### src/sv/assert_macros.svh
// Assertion macros shared by the route table modules.
// Included by files that carry concurrent assertions.
`ifndef ASSERT_MACROS_SVH
`define ASSERT_MACROS_SVH
// implication checked on every clock, off during reset
`define ASSERT_IMPL(label, clk, rst_n, ante, cons) \
    label: assert property (@(posedge clk) disable iff (!rst_n) (ante) |-> (cons)) \
        else $error("assertion failed");
// next-cycle implication
`define ASSERT_NEXT(label, clk, rst_n, ante, cons) \
    label: assert property (@(posedge clk) disable iff (!rst_n) (ante) |=> (cons)) \
        else $error("assertion failed");
`endif

### src/sv/dvrt_pkg.sv
// Types and constants for the distance-vector route table.
// No dependencies.
package dvrt_pkg;
    localparam logic [7:0] DASH_NAME  = 8'd45;
    localparam logic [7:0] RESET_COST = 8'd20;

    typedef enum logic [2:0] {
        FUNC_LOAD  = 3'd0,
        FUNC_HELLO = 3'd1,
        FUNC_ROUTE = 3'd2,
        FUNC_TICK  = 3'd3,
        FUNC_READ  = 3'd4
    } func_t;

    typedef enum logic [1:0] {
        CFG_HOME    = 2'd0,
        CFG_COUNT   = 2'd1,
        CFG_INF     = 2'd2,
        CFG_TIMEOUT = 2'd3
    } cfg_idx_t;

    typedef enum logic [3:0] {
        ST_IDLE,
        ST_SEARCH,
        ST_HELLO,
        ST_HOME,
        ST_RELAX,
        ST_REVIVE,
        ST_TIMEOUT,
        ST_DONE
    } state_t;

    // search unit request and response
    typedef struct packed {
        logic       start;
        logic [7:0] name_a;
        logic [7:0] name_b;
    } search_req_t;

    typedef struct packed {
        logic busy;
        logic found_a;
        logic found_b;
    } search_rsp_t;
endpackage

### src/sv/dvrt_search.sv
// Sequential name search: one slot compared per cycle against two names.
// Uses dvrt_pkg.
module dvrt_search #(
    parameter int IDX_W = 5,
    parameter int CNT_W = 6
) (
    input  logic                  clk,
    input  logic                  rst_n,
    input  dvrt_pkg::search_req_t req,
    input  logic [CNT_W-1:0]      limit,
    input  logic [7:0]            slot_name_rd,
    output logic [IDX_W-1:0]      scan_idx,
    output dvrt_pkg::search_rsp_t rsp,
    output logic [IDX_W-1:0]      idx_a,
    output logic [IDX_W-1:0]      idx_b
);
    import dvrt_pkg::*;

    logic [CNT_W-1:0] pos_reg, pos_next;
    logic             busy_reg, busy_next;
    logic             fa_reg, fa_next, fb_reg, fb_next;
    logic [IDX_W-1:0] ia_reg, ia_next, ib_reg, ib_next;
    logic [7:0]       na_reg, nb_reg;

    always_ff @(posedge clk or negedge rst_n)
    begin
        if (!rst_n)
        begin
            pos_reg  <= '0;
            busy_reg <= 1'b0;
            fa_reg   <= 1'b0;
            fb_reg   <= 1'b0;
        end
        else
        begin
            pos_reg  <= pos_next;
            busy_reg <= busy_next;
            fa_reg   <= fa_next;
            fb_reg   <= fb_next;
        end
    end

    always_ff @(posedge clk)
    begin
        ia_reg <= ia_next;
        ib_reg <= ib_next;
        if (req.start)
        begin
            na_reg <= req.name_a;
            nb_reg <= req.name_b;
        end
    end

    always_comb
    begin
        pos_next  = pos_reg;
        busy_next = busy_reg;
        fa_next   = fa_reg;
        fb_next   = fb_reg;
        ia_next   = ia_reg;
        ib_next   = ib_reg;
        if (req.start)
        begin
            pos_next  = '0;
            busy_next = 1'b1;
            fa_next   = 1'b0;
            fb_next   = 1'b0;
        end
        else if (busy_reg)
        begin
            if (pos_reg >= limit)
            begin
                busy_next = 1'b0;
            end
            else
            begin
                if (!fa_reg && slot_name_rd == na_reg)
                begin
                    fa_next = 1'b1;
                    ia_next = pos_reg[IDX_W-1:0];
                end
                if (!fb_reg && slot_name_rd == nb_reg)
                begin
                    fb_next = 1'b1;
                    ib_next = pos_reg[IDX_W-1:0];
                end
                pos_next = pos_reg + 1'b1;
            end
        end
    end

    assign scan_idx    = pos_reg[IDX_W-1:0];
    assign rsp.busy    = busy_reg;
    assign rsp.found_a = fa_reg;
    assign rsp.found_b = fb_reg;
    assign idx_a       = ia_reg;
    assign idx_b       = ib_reg;

    `include "assert_macros.svh"
    `ASSERT_IMPL(a_pos_bound, clk, rst_n, busy_reg, pos_reg <= limit)
    `ASSERT_NEXT(a_start_busy, clk, rst_n, req.start, busy_reg && !fa_reg && !fb_reg)
    `ASSERT_NEXT(a_found_sticky, clk, rst_n, busy_reg && fa_reg && !req.start, fa_reg)
endmodule

### config.mk
export PLATFORM = sky130hd
export DESIGN_NAME = dvrt_search
export DESIGN_NICKNAME = d
export VERILOG_FILES = /design/src/sv/dvrt_pkg.sv /design/src/sv/dvrt_search.sv
export VERILOG_INCLUDE_DIRS = /design/src /design/src/sv
export SDC_FILE = /design/constraint.sdc
export NUM_CORES = 1
export LEC_CHECK = 0
export BUFFER_PORTS_ARGS = -buffer_cell sky130_fd_sc_hd__buf_2
export CAP_MARGIN = 20
export CORE_ASPECT_RATIO = 1.25
export CORE_MARGIN = 2
export CORE_UTILIZATION = 53
export CTS_CLUSTER_SIZE = 24
export DETAILED_ROUTE_END_ITERATION = 6
export PLACE_DENSITY = 0.83
export SLEW_MARGIN = 30
export SYNTH_ARGS = -nofsm -noshare
export SYNTH_HDL_FRONTEND = slang
export SYNTH_SLANG_ARGS = --single-unit
### constraint.sdc
create_clock -name clk -period 3.1 [get_ports clk]
set_input_delay 0.62 -clock clk [delete_from_list [all_inputs] [get_ports clk]]
set_output_delay 0.62 -clock clk [all_outputs]
set_load 0.005 [all_outputs]
==> results by group <==
Logic synthesis
  • Post-Syn Area: roughly 1600 um^2
  • Sequential-to-total area share from yosys stat: 62.96%
  • Syn Nets: 155
  • Avg Cell Area, Syn: 13.89 um^2
  • Synth warn: 0
  • Post-Syn Instances: 115
  • Yosys reg bits: 35
  • Netlist cell types: 29

Drt
  • Antenna-violating nets left: 0
  • Drt pass-1 iters: 3
  • Iter 0 DRT Violations: 10
  • Residual DRC count: 0
  • WL final: 2403 um
  • Vias: 997
  • Routed WL per cell: roughly 12 um
  • Vias/cell: 5.010

Timing
  • Setup TNS Final: 0 ps
  • Fin crit period: roughly 2100 ps
  • Final setup fails: 0
  • Worst Skew: 9.125 ps
  • Final Hold Viols: 0
  • Measured slew at the worst slew-check pin: 487.1 ps
  • Max frequency: 477.3 MHz
  • Slew Viols, Final: 0
  • RSZ-0062 raised after global routing: false
  • Fin crit share: 67.59%
  • Rel. slew slack: 67.53%

Clock tree
  • Root buf cell: clkbuf_4
  • Post-CTS Setup Bufs: 0
  • Num CTS Buffers: 5
  • CTS tree: yes
  • CTS Sinks: 35
  • Post-CTS sizing: 0
  • H-tree levels: 2
  • Hold_buf cts: 0
  • Max Buffers Root-to-Sink: 2
  • Reg clk slew, reported paths: 110 ps
  • Worst skew pair latency: 330 ps

Critical path
  • CP arrival: 2090 ps
  • CP Data Required Time: 3090 ps
  • Crit path kind: flip-flop to flip-flop
  • Worst setup SP type: flip-flop
  • CP Capture Type: flip-flop
  • CP max FO: 11

Global route
  • GRT Resource Usage Total: between 15 and 20%
  • Number of global-route vias before repair: 1,012
  • Grt ovf: 0
  • First-pass GRT wire length: 4029 um
  • Largest net degree at the start of global routing: 25
  • Initial antenna violation count: 0

Power
  • Sw Ratio: 22.83%
  • P_leak: 0.8268 nW
  • Clock power frac: 32.3%
  • Comb pwr share: between 10% and 20%
  • Max VDD drop: 541.3 uV
  • Pint: 0.0007615 W
  • Sequential share of power: 56.2%
  • PD cells: 519.6 nW/um^2
  • Switching pwr: 0.0002253 W

Cells and area
  • # diodes: 0
  • Area growth, synth to finish: 18.87%
  • Fin area: between 1500 and 2000 um^2
  • Layout cells sized above 1: between 30% and 40%
  • Fin nets: around 200
  • Fillers: around 240

Die
  • Die area: between 3000 and 4000 um^2
  • Cell row count: 22
  • Die H: approximately 65 um
  • Initial Utilization: approximately 55%
  • I/O pin count: 51
  • Core ar.: 2918 um^2
  • Die width: 53.11 um

Worst hold path
  • Worst Hold Class: input pin to async pin

Placed design
  • DP Area: 1818 um^2
  • Hpwl dp: 1935 um
  • PortBufs: 50
  • Routability cong.: 0.8122

Run
  • Maxcap violations: 0

Run status
  • Outcome: finished clean
-- critical path, stage by stage, from the launching register on --
cell      delay [ps]
dfrtp_1          450
inv_1             90
ha_1             270
nand2b_1         150
a21oi_2          170
o21ai_2          170
nor3_2           440
-- per-stage QoR --
stage	util [%]	hold slack [ps]	power, W	instances	setup slack (ps)
final	65.09	116.0	0.0009868	199	1005
after global routing	65.09	88.53	0.001045	199	818.3
after CTS	65.09	106.0	0.0009972	199	981.1
after detailed placement	62.31	480.9	0.0006801	191	766.4
after global placement	62.31	480.7	0.0006737	191	841.3
after floorplan	-	324.4	0.0006396	115	965.0
-- synth_stat cells --
| cell type | count | area (um^2) |
|---|---|---|
| a21o_1 | 2 | 15.01 |
| a21oi_1 | 2 | 10.01 |
| a21oi_2 | 2 | 17.52 |
| and2_1 | 1 | 6.260 |
| buf_4 | 8 | 60.06 |
| buf_6 | 1 | 11.26 |
| clkbuf_1 | 1 | 3.750 |
| dfrtp_1 | 9 | 225.2 |
| edfxtp_1 | 26 | 780.8 |
| ha_1 | 7 | 87.58 |
| inv_1 | 8 | 30.03 |
| mux2i_1 | 1 | 10.01 |
| nand2_1 | 4 | 15.01 |
| nand2b_1 | 1 | 6.260 |
| nand3_1 | 3 | 15.01 |
| nand4_1 | 4 | 25.02 |
| nor2_1 | 3 | 11.26 |
| nor3_1 | 1 | 5.000 |
| nor3_2 | 2 | 20.02 |
| o2111a_2 | 1 | 12.51 |
| o211ai_1 | 1 | 7.510 |
| o21a_1 | 2 | 15.01 |
| o21ai_0 | 2 | 10.01 |
| o21ai_2 | 1 | 8.760 |
| or3_1 | 2 | 12.51 |
| or4_1 | 1 | 7.510 |
| or4_4 | 1 | 11.26 |
| xnor2_1 | 15 | 131.4 |
| xor2_1 | 3 | 26.28 |
-- per-layer routing --
| metal | vias up | share of wire (%) | track usage (%) |
|---|---|---|---|
| li1 | 498 | - | - |
| met4 | 0 | 0.50 | 6.731 |
| met2 | 45 | 55 | 30.31 |
| met1 | 452 | 35 | 15.49 |
| met5 | - | 0 | 0 |
| met3 | 2 | 9.6 | 7.955 |
-- placed cells by master (no fill, tap or decap), drive strengths merged, types with 3 or more instances in the layout --
master	synthesis	layout
a21oi	4	4
buf	9	50
clkbuf	1	5
dfrtp	9	9
edfxtp	26	26
ha	7	7
inv	8	8
nand2	4	4
nand3	3	3
nand4	4	4
nor2	3	3
nor3	3	3
o21ai	3	3
xnor2	15	15
xor2	3	3
-- final cells by class --
| type | instances | area, um^2 | share of cell area, % |
|---|---|---|---|
| Sequential cell | 35 | 1006 | 52.96 |
| Clock buffer | 5 | 37.54 | 1.976 |
| Timing Repair Buffer | 50 | 250.2 | 13.18 |
| Multi-Input combinational cell | 62 | 486.7 | 25.63 |
| Tap cell | 36 | 45.04 | 2.372 |
| Clock inverter | 3 | 43.79 | 2.306 |
| Inverter | 8 | 30.03 | 1.581 |
-- kinds of logic (layout without fill, tap and decap cells) --
logic type                 Yosys count  after routing  share of synthesized area [%]
AOI/OAI and AO/OA                   13             13                          6.030
xor gates and xnor gates            18             18                          9.867
adders and majority gates            7              7                          5.481
buffers and inverters               18             66                          6.578
DFF                                 35             35                          62.96
muxes                                1              1                         0.6265
and+or+nand+nor                     23             23                          8.457
-- path summary, 6_finish.rpt --
check | slack [ps] | start | cells past startpoint | to
min reg2reg | 540 | fb_reg$_DFFE_PN0P_ | 1 | fb_reg$_DFFE_PN0P_
max | 1000 | pos_reg[0]$_DFFE_PN0P_ | 6 | idx_b[2]$_DFFE_PP_
max in group asynchronous | 2810 | rst_n | 1 | pos_reg[3]$_DFFE_PN0P_
max reg2reg | 1000 | pos_reg[0]$_DFFE_PN0P_ | 6 | idx_b[2]$_DFFE_PP_
min in group clk | 450 | req[10] | 1 | na_reg[2]$_DFFE_PP_
min | 120 | rst_n | 1 | pos_reg[1]$_DFFE_PN0P_
-- power by group through the flow --
stage,logic [W],registers (W),clock network [W]
after floorplan,0.0000809,0.000559,0
after global placement,0.000110,0.000564,0
after detailed placement,0.000114,0.000566,0
after CTS,0.000117,0.000556,0.000325
after global routing,0.000130,0.000558,0.000357
final,0.000114,0.000554,0.000319
Note: power is estimated with default switching activity, not from simulation.
